## config.mk

```make
export PLATFORM = sky130hd
export DESIGN_NAME = sector_cache_fifo_writeback_core
export DESIGN_NICKNAME = d
export VERILOG_FILES = /design/src/rtl/sctf_pkg.sv /design/src/rtl/sctf_cell.sv /design/src/rtl/sctf_ring.sv /design/src/rtl/sctf_ctrl.sv /design/src/rtl/sector_cache_fifo_writeback_core.sv
export SDC_FILE = /design/constraint.sdc
export NUM_CORES = 2
export LEC_CHECK = 0
export ABC_AREA = 0
export BUFFER_PORTS_ARGS = -buffer_cell sky130_fd_sc_hd__buf_2
export CAP_MARGIN = 30
export CORE_MARGIN = 3
export CORE_UTILIZATION = 50
export CTS_CLUSTER_SIZE = 40
export DETAILED_ROUTE_END_ITERATION = 16
export PLACE_DENSITY = 0.72
export SYNTH_ARGS = -nofsm -noshare
export SYNTH_HDL_FRONTEND = slang
export SYNTH_SLANG_ARGS = --single-unit
```

## constraint.sdc

```tcl
create_clock -name i_clk -period 135.2 [get_ports i_clk]
set_clock_uncertainty 0.05 [all_clocks]
set_input_delay 20.28 -clock i_clk [delete_from_list [all_inputs] [get_ports i_clk]]
set_output_delay 20.28 -clock i_clk [all_outputs]
set_load 0.05 [all_outputs]
```

## src/rtl/sctf_pkg.sv

```systemverilog
// ----------------------------------------------------------------------------
// sctf_pkg
// Shared types and constants for the sector cache tag and policy controller.
// ----------------------------------------------------------------------------
package sctf_pkg;

    localparam int SLOT_W      = 6;
    localparam int SECTOR_W    = 32;
    localparam int OP_W        = 2;
    localparam int ENTRIES_DEF = 64;

    // operation codes
    localparam logic [OP_W-1:0] OP_READ  = 2'd0;
    localparam logic [OP_W-1:0] OP_WRITE = 2'd1;
    localparam logic [OP_W-1:0] OP_FLUSH = 2'd2;

    // request beat
    typedef struct packed {
        logic [OP_W-1:0]     operation;
        logic [SECTOR_W-1:0] sector;
    } t_in_beat;

    // result beat
    typedef struct packed {
        logic [SLOT_W-1:0]   slot;
        logic                hit;
        logic                fetch;
        logic                writeback_valid;
        logic [SECTOR_W-1:0] writeback_sector;
        logic                last;
    } t_out_beat;

    // one cache entry as it travels around the ring
    typedef struct packed {
        logic [SECTOR_W-1:0] tag;
        logic                valid;
        logic                dirty;
    } t_entry;

    // ring control from the controller: rotate enable and the entry that
    // re-enters at the tail
    typedef struct packed {
        logic   shift;
        t_entry tail;
    } t_ring_ctl;

endpackage

```

## src/rtl/sctf_cell.sv

```systemverilog
// ----------------------------------------------------------------------------
// sctf_cell
// One entry of the rotating tag ring: tag, valid and dirty mark.
// ----------------------------------------------------------------------------
module sctf_cell
    import sctf_pkg::*;
(
    input  logic   i_clk,
    input  logic   i_rst_n,
    input  logic   i_shift,
    input  t_entry i_entry,
    output t_entry o_entry
);

    logic [SECTOR_W-1:0] r_tag;
    logic                r_valid;
    logic                r_dirty;

    // marks: cleared by reset, take the neighbor's marks on a shift
    always_ff @(posedge i_clk) begin
        if (!i_rst_n) begin
            r_valid <= 1'b0;
            r_dirty <= 1'b0;
        end else if (i_shift) begin
            r_valid <= i_entry.valid;
            r_dirty <= i_entry.dirty;
        end
    end

    // tag: no reset, only read behind a valid mark
    always_ff @(posedge i_clk) begin
        if (i_shift) begin
            r_tag <= i_entry.tag;
        end
    end

    assign o_entry.tag   = r_tag;
    assign o_entry.valid = r_valid;
    assign o_entry.dirty = r_dirty;

endmodule

```

## src/rtl/sctf_ring.sv

```systemverilog
// ----------------------------------------------------------------------------
// sctf_ring
// Row of entry cells forming a ring. Each shift moves every entry one place
// toward the head; the controller feeds the (possibly updated) head entry
// back in at the tail.
// ----------------------------------------------------------------------------
module sctf_ring
    import sctf_pkg::*;
#(
    parameter int ENTRIES = ENTRIES_DEF
) (
    input  logic      i_clk,
    input  logic      i_rst_n,
    input  t_ring_ctl i_ctl,
    output t_entry    o_head
);

    t_entry cell_q [ENTRIES];

    genvar k;
    generate
        for (k = 0; k < ENTRIES; k++) begin : g_cell
            t_entry cell_d;
            if (k == ENTRIES - 1) begin : g_tail
                assign cell_d = i_ctl.tail;
            end else begin : g_body
                assign cell_d = cell_q[k+1];
            end
            sctf_cell u_cell (
                .i_clk   (i_clk),
                .i_rst_n (i_rst_n),
                .i_shift (i_ctl.shift),
                .i_entry (cell_d),
                .o_entry (cell_q[k])
            );
        end
    endgenerate

    assign o_head = cell_q[0];

endmodule

```

## src/rtl/sctf_ctrl.sv

```systemverilog
// ----------------------------------------------------------------------------
// sctf_ctrl
// Sequencer for lookup, replacement and flush passes over the entry ring,
// plus the result output register.
// ----------------------------------------------------------------------------
module sctf_ctrl
    import sctf_pkg::*;
#(
    parameter int ENTRIES = ENTRIES_DEF
) (
    input  logic      i_clk,
    input  logic      i_rst_n,
    input  logic      i_in_valid,
    output logic      o_in_ready,
    input  t_in_beat  i_in_beat,
    output logic      o_out_valid,
    input  logic      i_out_ready,
    output t_out_beat o_out_beat,
    input  t_entry    i_head,
    output t_ring_ctl o_ring
);

    localparam int            IW       = (ENTRIES > 1) ? $clog2(ENTRIES) : 1;
    localparam logic [IW-1:0] LAST_IDX = IW'(ENTRIES - 1);

    typedef enum logic [6:0] {
        S_IDLE      = 7'b0000001,
        S_LOOKUP    = 7'b0000010,
        S_REPLACE   = 7'b0000100,
        S_HIT_OUT   = 7'b0001000,
        S_MISS_OUT  = 7'b0010000,
        S_FLUSH     = 7'b0100000,
        S_FLUSH_END = 7'b1000000
    } t_state;

    t_state              r_state,    n_state;
    logic [IW-1:0]       r_idx,      n_idx;
    logic [IW-1:0]       r_fifo,     n_fifo;
    logic                r_write,    n_write;
    logic [SECTOR_W-1:0] r_sector,   n_sector;
    logic                r_found,    n_found;
    logic [IW-1:0]       r_hit_slot, n_hit_slot;
    logic                r_vic_wb,   n_vic_wb;
    logic [SECTOR_W-1:0] r_vic_tag,  n_vic_tag;
    logic                r_pend_v,   n_pend_v;
    logic [IW-1:0]       r_pend_slot, n_pend_slot;
    logic [SECTOR_W-1:0] r_pend_tag, n_pend_tag;
    logic                r_out_valid, n_out_valid;
    t_out_beat           r_out_beat, n_out_beat;

    logic          out_free;
    logic          head_match;
    logic          head_dirty;
    logic          at_victim;
    logic          pass_end;
    logic [IW-1:0] idx_inc;

    assign out_free   = !r_out_valid || i_out_ready;
    assign head_match = i_head.valid && (i_head.tag == r_sector);
    assign head_dirty = i_head.valid && i_head.dirty;
    assign at_victim  = (r_idx == r_fifo);
    assign pass_end   = (r_idx == LAST_IDX);
    assign idx_inc    = pass_end ? '0 : r_idx + IW'(1);

    // sequencer
    always_comb begin
        n_state     = r_state;
        n_idx       = r_idx;
        n_fifo      = r_fifo;
        n_write     = r_write;
        n_sector    = r_sector;
        n_found     = r_found;
        n_hit_slot  = r_hit_slot;
        n_vic_wb    = r_vic_wb;
        n_vic_tag   = r_vic_tag;
        n_pend_v    = r_pend_v;
        n_pend_slot = r_pend_slot;
        n_pend_tag  = r_pend_tag;
        n_out_valid = r_out_valid && !i_out_ready;
        n_out_beat  = r_out_beat;
        o_ring.shift = 1'b0;
        o_ring.tail  = i_head;

        unique case (r_state)
            S_IDLE: begin
                if (i_in_valid) begin
                    n_idx    = '0;
                    n_found  = 1'b0;
                    n_pend_v = 1'b0;
                    n_vic_wb = 1'b0;
                    n_write  = (i_in_beat.operation == OP_WRITE);
                    n_sector = i_in_beat.sector;
                    case (i_in_beat.operation)
                        OP_READ, OP_WRITE: n_state = S_LOOKUP;
                        OP_FLUSH:          n_state = S_FLUSH;
                        default:           n_state = S_IDLE;
                    endcase
                end
            end

            // full rotation: compare at the head, note the victim entry
            S_LOOKUP: begin
                o_ring.shift = 1'b1;
                if (head_match && !r_found) begin
                    n_found    = 1'b1;
                    n_hit_slot = r_idx;
                    if (r_write) begin
                        o_ring.tail.dirty = 1'b1;
                    end
                end
                if (at_victim) begin
                    n_vic_wb  = head_dirty;
                    n_vic_tag = i_head.tag;
                end
                n_idx = idx_inc;
                if (pass_end) begin
                    n_state = (r_found || head_match) ? S_HIT_OUT : S_REPLACE;
                end
            end

            // second rotation: overwrite the victim as it passes the head
            S_REPLACE: begin
                o_ring.shift = 1'b1;
                if (at_victim) begin
                    o_ring.tail.tag   = r_sector;
                    o_ring.tail.valid = 1'b1;
                    o_ring.tail.dirty = r_write;
                end
                n_idx = idx_inc;
                if (pass_end) begin
                    n_state = S_MISS_OUT;
                end
            end

            S_HIT_OUT: begin
                if (out_free) begin
                    n_out_valid                 = 1'b1;
                    n_out_beat.slot             = SLOT_W'(r_hit_slot);
                    n_out_beat.hit              = 1'b1;
                    n_out_beat.fetch            = 1'b0;
                    n_out_beat.writeback_valid  = 1'b0;
                    n_out_beat.writeback_sector = '0;
                    n_out_beat.last             = 1'b1;
                    n_state                     = S_IDLE;
                end
            end

            S_MISS_OUT: begin
                if (out_free) begin
                    n_out_valid                 = 1'b1;
                    n_out_beat.slot             = SLOT_W'(r_fifo);
                    n_out_beat.hit              = 1'b0;
                    n_out_beat.fetch            = 1'b1;
                    n_out_beat.writeback_valid  = r_vic_wb;
                    n_out_beat.writeback_sector = r_vic_wb ? r_vic_tag : '0;
                    n_out_beat.last             = 1'b1;
                    n_fifo                      = (r_fifo == LAST_IDX) ? '0
                                                  : r_fifo + IW'(1);
                    n_state                     = S_IDLE;
                end
            end

            // one dirty entry is held back so the final beat can carry last
            S_FLUSH: begin
                if (!(head_dirty && r_pend_v && !out_free)) begin
                    o_ring.shift = 1'b1;
                    if (head_dirty) begin
                        o_ring.tail.dirty = 1'b0;
                        if (r_pend_v) begin
                            n_out_valid                 = 1'b1;
                            n_out_beat.slot             = SLOT_W'(r_pend_slot);
                            n_out_beat.hit              = 1'b0;
                            n_out_beat.fetch            = 1'b0;
                            n_out_beat.writeback_valid  = 1'b1;
                            n_out_beat.writeback_sector = r_pend_tag;
                            n_out_beat.last             = 1'b0;
                        end
                        n_pend_v    = 1'b1;
                        n_pend_slot = r_idx;
                        n_pend_tag  = i_head.tag;
                    end
                    n_idx = idx_inc;
                    if (pass_end) begin
                        n_state = S_FLUSH_END;
                    end
                end
            end

            S_FLUSH_END: begin
                if (out_free) begin
                    n_out_valid                 = 1'b1;
                    n_out_beat.slot             = r_pend_v ? SLOT_W'(r_pend_slot) : '0;
                    n_out_beat.hit              = 1'b0;
                    n_out_beat.fetch            = 1'b0;
                    n_out_beat.writeback_valid  = r_pend_v;
                    n_out_beat.writeback_sector = r_pend_v ? r_pend_tag : '0;
                    n_out_beat.last             = 1'b1;
                    n_state                     = S_IDLE;
                end
            end

            default: begin
                n_state = S_IDLE;
            end
        endcase
    end

    // control registers
    always_ff @(posedge i_clk) begin
        if (!i_rst_n) begin
            r_state     <= S_IDLE;
            r_fifo      <= '0;
            r_found     <= 1'b0;
            r_pend_v    <= 1'b0;
            r_out_valid <= 1'b0;
        end else begin
            r_state     <= n_state;
            r_fifo      <= n_fifo;
            r_found     <= n_found;
            r_pend_v    <= n_pend_v;
            r_out_valid <= n_out_valid;
        end
    end

    // payload registers
    always_ff @(posedge i_clk) begin
        r_idx       <= n_idx;
        r_write     <= n_write;
        r_sector    <= n_sector;
        r_hit_slot  <= n_hit_slot;
        r_vic_wb    <= n_vic_wb;
        r_vic_tag   <= n_vic_tag;
        r_pend_slot <= n_pend_slot;
        r_pend_tag  <= n_pend_tag;
        r_out_beat  <= n_out_beat;
    end

    assign o_in_ready  = (r_state == S_IDLE);
    assign o_out_valid = r_out_valid;
    assign o_out_beat  = r_out_beat;

endmodule

```

## src/rtl/sector_cache_fifo_writeback_core.sv

```systemverilog
// ----------------------------------------------------------------------------
// sector_cache_fifo_writeback_core
// Tag and policy controller for a fully associative write-back sector cache
// with FIFO replacement.
// ----------------------------------------------------------------------------
// The entries (tag, valid, dirty) live in a ring of ENTRIES cells that
// rotates one place per cycle during a pass, unless a flush is held by the
// consumer, past a single compare and update point at its head, so one
// request takes whole rotations: a read or write hit one, a miss two
// (lookup rotation, then a rotation that installs the new tag in the FIFO
// victim slot), a flush one, and an unused operation code none. A request
// waits while it must emit a result beat that the consumer still holds. One
// request is worked on at a time; the result register lets the next request
// in while the last beat waits.
// ----------------------------------------------------------------------------
module sector_cache_fifo_writeback_core
    import sctf_pkg::*;
#(
    parameter int ENTRIES = ENTRIES_DEF
) (
    input  logic      i_clk,
    input  logic      i_rst_n,
    input  logic      i_in_valid,
    output logic      o_in_ready,
    input  t_in_beat  i_in_beat,
    output logic      o_out_valid,
    input  logic      i_out_ready,
    output t_out_beat o_out_beat
);

    t_ring_ctl ring_ctl;
    t_entry    ring_head;

    sctf_ring #(
        .ENTRIES (ENTRIES)
    ) u_ring (
        .i_clk   (i_clk),
        .i_rst_n (i_rst_n),
        .i_ctl   (ring_ctl),
        .o_head  (ring_head)
    );

    sctf_ctrl #(
        .ENTRIES (ENTRIES)
    ) u_ctrl (
        .i_clk       (i_clk),
        .i_rst_n     (i_rst_n),
        .i_in_valid  (i_in_valid),
        .o_in_ready  (o_in_ready),
        .i_in_beat   (i_in_beat),
        .o_out_valid (o_out_valid),
        .i_out_ready (i_out_ready),
        .o_out_beat  (o_out_beat),
        .i_head      (ring_head),
        .o_ring      (ring_ctl)
    );

`ifndef SYNTH
    // ring never rotates while a new request can be taken
    a_no_shift_when_ready: assert property (@(posedge i_clk) disable iff (!i_rst_n)
        ring_ctl.shift |-> !o_in_ready)
        else $error("ring rotating while accepting requests");

    // a hit never asks for a fetch or a write-back
    a_hit_clean: assert property (@(posedge i_clk) disable iff (!i_rst_n)
        (o_out_valid && o_out_beat.hit) |->
            (!o_out_beat.fetch && !o_out_beat.writeback_valid && o_out_beat.last))
        else $error("hit beat with fetch or write-back");

    // a fetch is the only beat of its request
    a_fetch_last: assert property (@(posedge i_clk) disable iff (!i_rst_n)
        (o_out_valid && o_out_beat.fetch) |-> o_out_beat.last)
        else $error("fetch beat not marked last");

    // no write-back means a zero sector field
    a_wb_sector_zero: assert property (@(posedge i_clk) disable iff (!i_rst_n)
        (o_out_valid && !o_out_beat.writeback_valid) |->
            (o_out_beat.writeback_sector == '0))
        else $error("write-back sector set without write-back");
`endif

endmodule

```

# After elaboration in Yosys (flattened, before gate mapping)
# Index checks and enable logic that the tools add are counted.
# totals
ff_bits	2350
input_bits	38
output_inout_bits	44
wordCells	317
# op_classes
n_reduce_logical	31
bitwise	1
muxes	46
eq_ne	26
n_addsub	2
# ops
cell	n
42-bit 2-to-1 mux	6
42-bit one-hot mux with 4 select lines	1
32-bit 2-to-1 mux	2
7-bit 2-to-1 mux	6
7-bit one-hot mux with 5 select lines	1
34-bit 2-to-1 mux	1
33-bit 2-to-1 mux	1
32-bit equality test	1
6-bit 2-to-1 mux	5
2-bit by 1-bit inequality test with 1-bit output (second input constant)	11
6-bit one-hot mux with 3 select lines	1
1-bit 2-to-1 mux	14
6-bit by 1-bit adder with 6-bit output (second input constant)	2
6-bit equality test (second input constant)	2
6-bit one-hot mux with 2 select lines	1
3-bit AND reduction	4
1-bit one-hot mux with 2 select lines	5
2-bit AND reduction	4
7-bit by 1-bit equality test with 1-bit output (second input constant)	1
7-bit by 2-bit equality test with 1-bit output (second input constant)	1
7-bit by 3-bit equality test with 1-bit output (second input constant)	1
7-bit by 4-bit equality test with 1-bit output (second input constant)	1
7-bit by 5-bit equality test with 1-bit output (second input constant)	1
7-bit by 6-bit equality test with 1-bit output (second input constant)	1
20 further kinds	32

# Depth between registers and ports, before layout
# depth
ltp_word	6
depth_mapped	10
ltp_nobuf	7

# Cells and area by module
# Synthesis repeated with hierarchy kept, for this count alone.
# hier_totals
cells_unflattened	3015
hier_area_um2	74280.0
# modules_own_cells
module	cells_each	n_inst	seq_area_each_um2	area_per_inst_um2
sctf_cell	40	64	1001.0	1048.5
sctf_ctrl	455	1	5064.9	7175.6

# Worst setup path after synthesis
# No wires, ideal clock.
# synth_timing
kind	input-to-reg
startpoint	input i_out_ready
endpoint	register u_ring.g_cell[63].u_cell.r_dirty
stages	7
arrival_ns	81.833
path_slack_ns	53.119
required_ns	134.953
setup_time_ns	0.197
path_cell_list	nor2b_1 -> nand4_1 -> a21oi_1 -> inv_1 -> clkbuf_1 -> o21ai_0 -> a21oi_2
# synth_lines
item	line	text
start, declared	sector_cache_fifo_writeback_core.sv:27	input logic i_out_ready,
end signal, assigned	sctf_cell.sv:26	r_dirty <= i_entry.dirty;
end, declared	sctf_cell.sv:17	logic r_dirty;

# Worst setup path in the final report
# layout_timing
startpoint	input i_out_ready
endpoint	register u_ring.g_cell[24].u_cell.r_tag[22], enable pin
# layout_between
elab_chain_cells	5
# layout_rtl
item	line	text
1-bit logical OR	sctf_ctrl.sv:58	assign out_free = !r_out_valid || i_out_ready;
1-bit logical NOT	sctf_ctrl.sv:165	if (!(head_dirty && r_pend_v && !out_free)) begin
1-bit logical AND	sctf_ctrl.sv:165	
1-bit 2-to-1 mux	sctf_ctrl.sv:165	
1-bit one-hot mux with 2 select lines	sctf_ctrl.sv:84	unique case (r_state)
end signal, assigned	sctf_cell.sv:33	r_tag <= i_entry.tag;
end, declared	sctf_cell.sv:15	logic [SECTOR_W-1:0] r_tag;
# Every way passes these cells.
# A chain may end at the register's enable or synchronous reset.

==> impl_metrics.yaml <==
status:
  status: "completed"
synthesis:
  synth_top_area_share_pct: 90.5
  synthTopCellsByArea: "edfxtp_1 90%, dfxtp_1 3.9%, nand2_1 1.4%"
  synthTopCellsByCount: "2,206 x edfxtp_1, 266 x nand2_1, 144 x dfxtp_1"
  ys_seq_area_share_pct: 94.4
  synth_edf_count: 2206
  synth_nets: 3089
  syn_area_um2: 73200
  synth-simple-area-share_pct: 2.00
  synth-xor-area-share_pct: 0.598
  muxShareOfSynthArea_pct: 0.519
  synthDistinctLibCells: 48
  synth_async_sr_flop_share_pct: 0
  synth_cells: 3049
  ys_ff_latch: 2350
  yosysTopAreaCell: "edfxtp_1"
  synth_flop_cell: "edfxtp_1"
  syn_area_per_cell_um2: 24.0
  synth_most_common_cell: "edfxtp_1"
  synth_adder_area_share_pct: 0.0342
  synth_top_family_by_area: "compound AO/OA/AOI/OAI gates"
  synth-compound-area-share_pct: 2.01
  ys_warn_count: 0
power_and_ir_drop:
  ir_worst_vdd_v: 0.0000118
  p_leak_uw: 0.0235
  power_density_nw_per_um2: 17.8
critical_path:
  start_kind: "input pin"
  regToRegSetupSlack_ps: 129490
  crit_required_ps: 135550
  reg2reg_to: "u_ring.g_cell[24].u_cell.r_tag[22]$_DFFE_PP_"
  worstPathArrival_ps: 24640
  crit_start: "i_out_ready"
  critPathMaxFanout: 225
  crit_type: "in2reg"
  cp-end-kind: "register"
  ff2ff_path_depth: 11
  r2r_start: "u_ctrl.r_state[6]$_SDFFE_PN0P_"
  cp-endpoint: "u_ring.g_cell[24].u_cell.r_tag[22]$_DFFE_PP_"
place:
  placed_area_um2: 76400
  port_buffers: 81
  dp_hpwl_mm: 52.1
  post-place-cells: 5019
  place.gp.congestion: 0.737
cells_and_area:
  final_layout_size_suffix_gt1_share_pct: 13.6
  fin_area_um2: 83300
  nNetsFinal: 3366
  instances_no_fill: 5404
  syn_to_final_growth_pct: 13.7
  final_util_pct: 57.6
floorplan:
  die_w_um: 389
  die_area_um2: 151000
  die_h_um: 389
  core_area_um2: 145000
  pin_count: 82
  floorplan.initialDensity_pct: 50.7
  row_count: 139
clock_tree:
  cts_tree: "yes"
  ctsResizeCount: 0
  cts_sinks: 2350
  cts_hold_buf: 0
  clock_path_buffers: 3
  clockRootBuffer: "clkbuf_16"
  cts.clk_slew.worst_paths_ps: 60
  post_cts_buffers: 0
  numCtsBuffers: 203
  htree_levels: 4
  insertion_delay_ps: 810
sta:
  setup_violations: 0
  fin_crit_sh_pct: 18.0
  worst_pin_slew_ps: 1240
  fin_crit_ps: 24290
  hold_violations: 0
  drv_slew: 0
  setup_tns_ps: 0
  slew-limit-headroom_pct: 17.0
  rsz0062_at_grt: "false"
  fmax_mhz: 41.2
global_route:
  grt_pass1_wl_mm: 163
  grt_pass1_vias: 26700
  grt_overflow: 0
  antenna_found_initial: 12
  grt_usage_pct: 14.3
  grt_max_degree: 228
detailed_routing:
  drt_iter0_drc: 2807
  wl_per_cell_um: 20.0
  ant_nets: 0
  via_per_inst: 5.10
  postRouteWirelength_mm: 108
  vias: 27600
  detail_route.first_pass.iterations: 5
  drc: 0
worst_hold_path:
  hp-class: "reg2reg"
job:
  max_cap_violations: 0
## worst max-delay path: stages
cell and delay (ps):
buf_2 160, nor2b_1 130, nand4_1 200, a21oi_4 70
buf_4 340, inv_8 360, buf_16 460, buf_4 320
buf_16 360, buf_4 450, buf_16 340, buf_12 660
## layout make-up
| cell class | count | area (um^2) |
|---|---|---|
| sequential | 2350 | 69100 |
| fill | 9806 | 61300 |
| timing repair buffer | 135 | 1120 |
| multi-input combinational | 622 | 3810 |
| clock buffer | 250 | 5390 |
| inverter | 14 | 60.1 |
| clock inverter | 127 | 1360 |
| tap | 1903 | 2380 |
| antenna | 3 | 7.51 |
## layout by cell type, fill, tap and decap left out, types with 3 or more instances in the layout
| cell type | synthesis | final |
|---|---|---|
| a21boi_0 | 131 | 131 |
| a21oi_1 | 7 | 6 |
| a222oi_1 | 6 | 6 |
| a22o_1 | 32 | 32 |
| and2_1 | 4 | 3 |
| and3_1 | 5 | 5 |
| buf_12 | 0 | 4 |
| buf_16 | 0 | 13 |
| buf_2 | 13 | 81 |
| buf_4 | 0 | 37 |
| bufinv_16 | 0 | 25 |
| clkbuf_1 | 44 | 39 |
| clkbuf_16 | 0 | 208 |
| clkbuf_8 | 0 | 3 |
| clkinv_1 | 0 | 44 |
| clkinv_2 | 0 | 36 |
| clkinvlp_4 | 0 | 7 |
| dfxtp_1 | 144 | 144 |
| diode_2 | 0 | 3 |
| edfxtp_1 | 2206 | 2206 |
| inv_1 | 14 | 13 |
| inv_6 | 0 | 7 |
| mux2_2 | 32 | 32 |
| nand2_1 | 266 | 266 |
| nand3_1 | 6 | 6 |
| nand4_1 | 8 | 8 |
| nor2_1 | 20 | 18 |
| nor2b_1 | 7 | 7 |
| nor3_1 | 4 | 4 |
| nor4_1 | 8 | 8 |
| o21ai_0 | 6 | 6 |
| xnor2_1 | 22 | 22 |
| xor2_1 | 28 | 28 |
## how the worst min path moves through the flow
stage,start,end,slack (ps),cells after the start
2_1_floorplan,u_ring.g_cell[1].u_cell.r_tag[0]$_DFFE_PP_,u_ring.g_cell[0].u_cell.r_tag[0]$_DFFE_PP_,350,0
3_3_place_gp,u_ring.g_cell[44].u_cell.r_tag[3]$_DFFE_PP_,u_ring.g_cell[43].u_cell.r_tag[3]$_DFFE_PP_,350,0
3_5_place_dp,u_ring.g_cell[1].u_cell.r_tag[23]$_DFFE_PP_,u_ring.g_cell[0].u_cell.r_tag[23]$_DFFE_PP_,350,0
4_1_cts,u_ring.g_cell[32].u_cell.r_tag[20]$_DFFE_PP_,u_ring.g_cell[31].u_cell.r_tag[20]$_DFFE_PP_,330,0
5_1_grt,u_ring.g_cell[32].u_cell.r_tag[20]$_DFFE_PP_,u_ring.g_cell[31].u_cell.r_tag[20]$_DFFE_PP_,350,0
6_report,u_ring.g_cell[40].u_cell.r_tag[18]$_DFFE_PP_,u_ring.g_cell[39].u_cell.r_tag[18]$_DFFE_PP_,340,0
## sequential cells by signal, summed over array words and instances, names as in the netlist
signal,cells
u_ring.g_cell.u_cell.r_tag,2048
u_ring.g_cell.u_cell.r_dirty,64
u_ring.g_cell.u_cell.r_valid,64
u_ctrl.o_out_beat,42
u_ctrl.r_pend_tag,32
u_ctrl.r_sector,32
u_ctrl.r_vic_tag,32
u_ctrl.r_state,7
u_ctrl.r_fifo,6
u_ctrl.r_hit_slot,6
u_ctrl.r_idx,6
u_ctrl.r_pend_slot,6
u_ctrl.o_out_valid,1
u_ctrl.r_found,1
u_ctrl.r_pend_v,1
u_ctrl.r_vic_wb,1
u_ctrl.r_write,1
## per-stage QoR
step | power (uW) | hold slack [ps] | worst slack, ps
after floorplan | 1080 | 350 | 53120
after CTS | 1500 | 331 | 110460
after detailed placement | 915 | 355 | 109650
after global routing | 1540 | 348 | 110580
final | 1480 | 336 | 110910
after global placement | 911 | 350 | 109020
## layer usage
metal	GRT usage, %	routed length, um	vias up
li1	-	-	12500
met1	21.5	48800	14100
met2	20.0	47500	831
met3	4.60	9820	176
met4	4.65	2140	2
met5	0	8	-
## cell families (layout without fill, tap and decap cells)
logic type      after synthesis  after routing
xor+xnor                     50             50
compound gates              193            193
flops                      2350           2350
buf+inv                      77            526
other cells                   0              3
mux                          34             34
simple gates                343            343
fa+ha+maj                     2              2
## power by group
part / internal, uW / switching [uW] / total [uW] / leakage (uW)
Combinational: 7.82 / 39.2 / 47.1 / 0.00158
Clock: 332 / 252 / 584 / 0.00329
Sequential: 842 / 11.4 / 854 / 0.0186
Power figures use the tool's default switching activity.
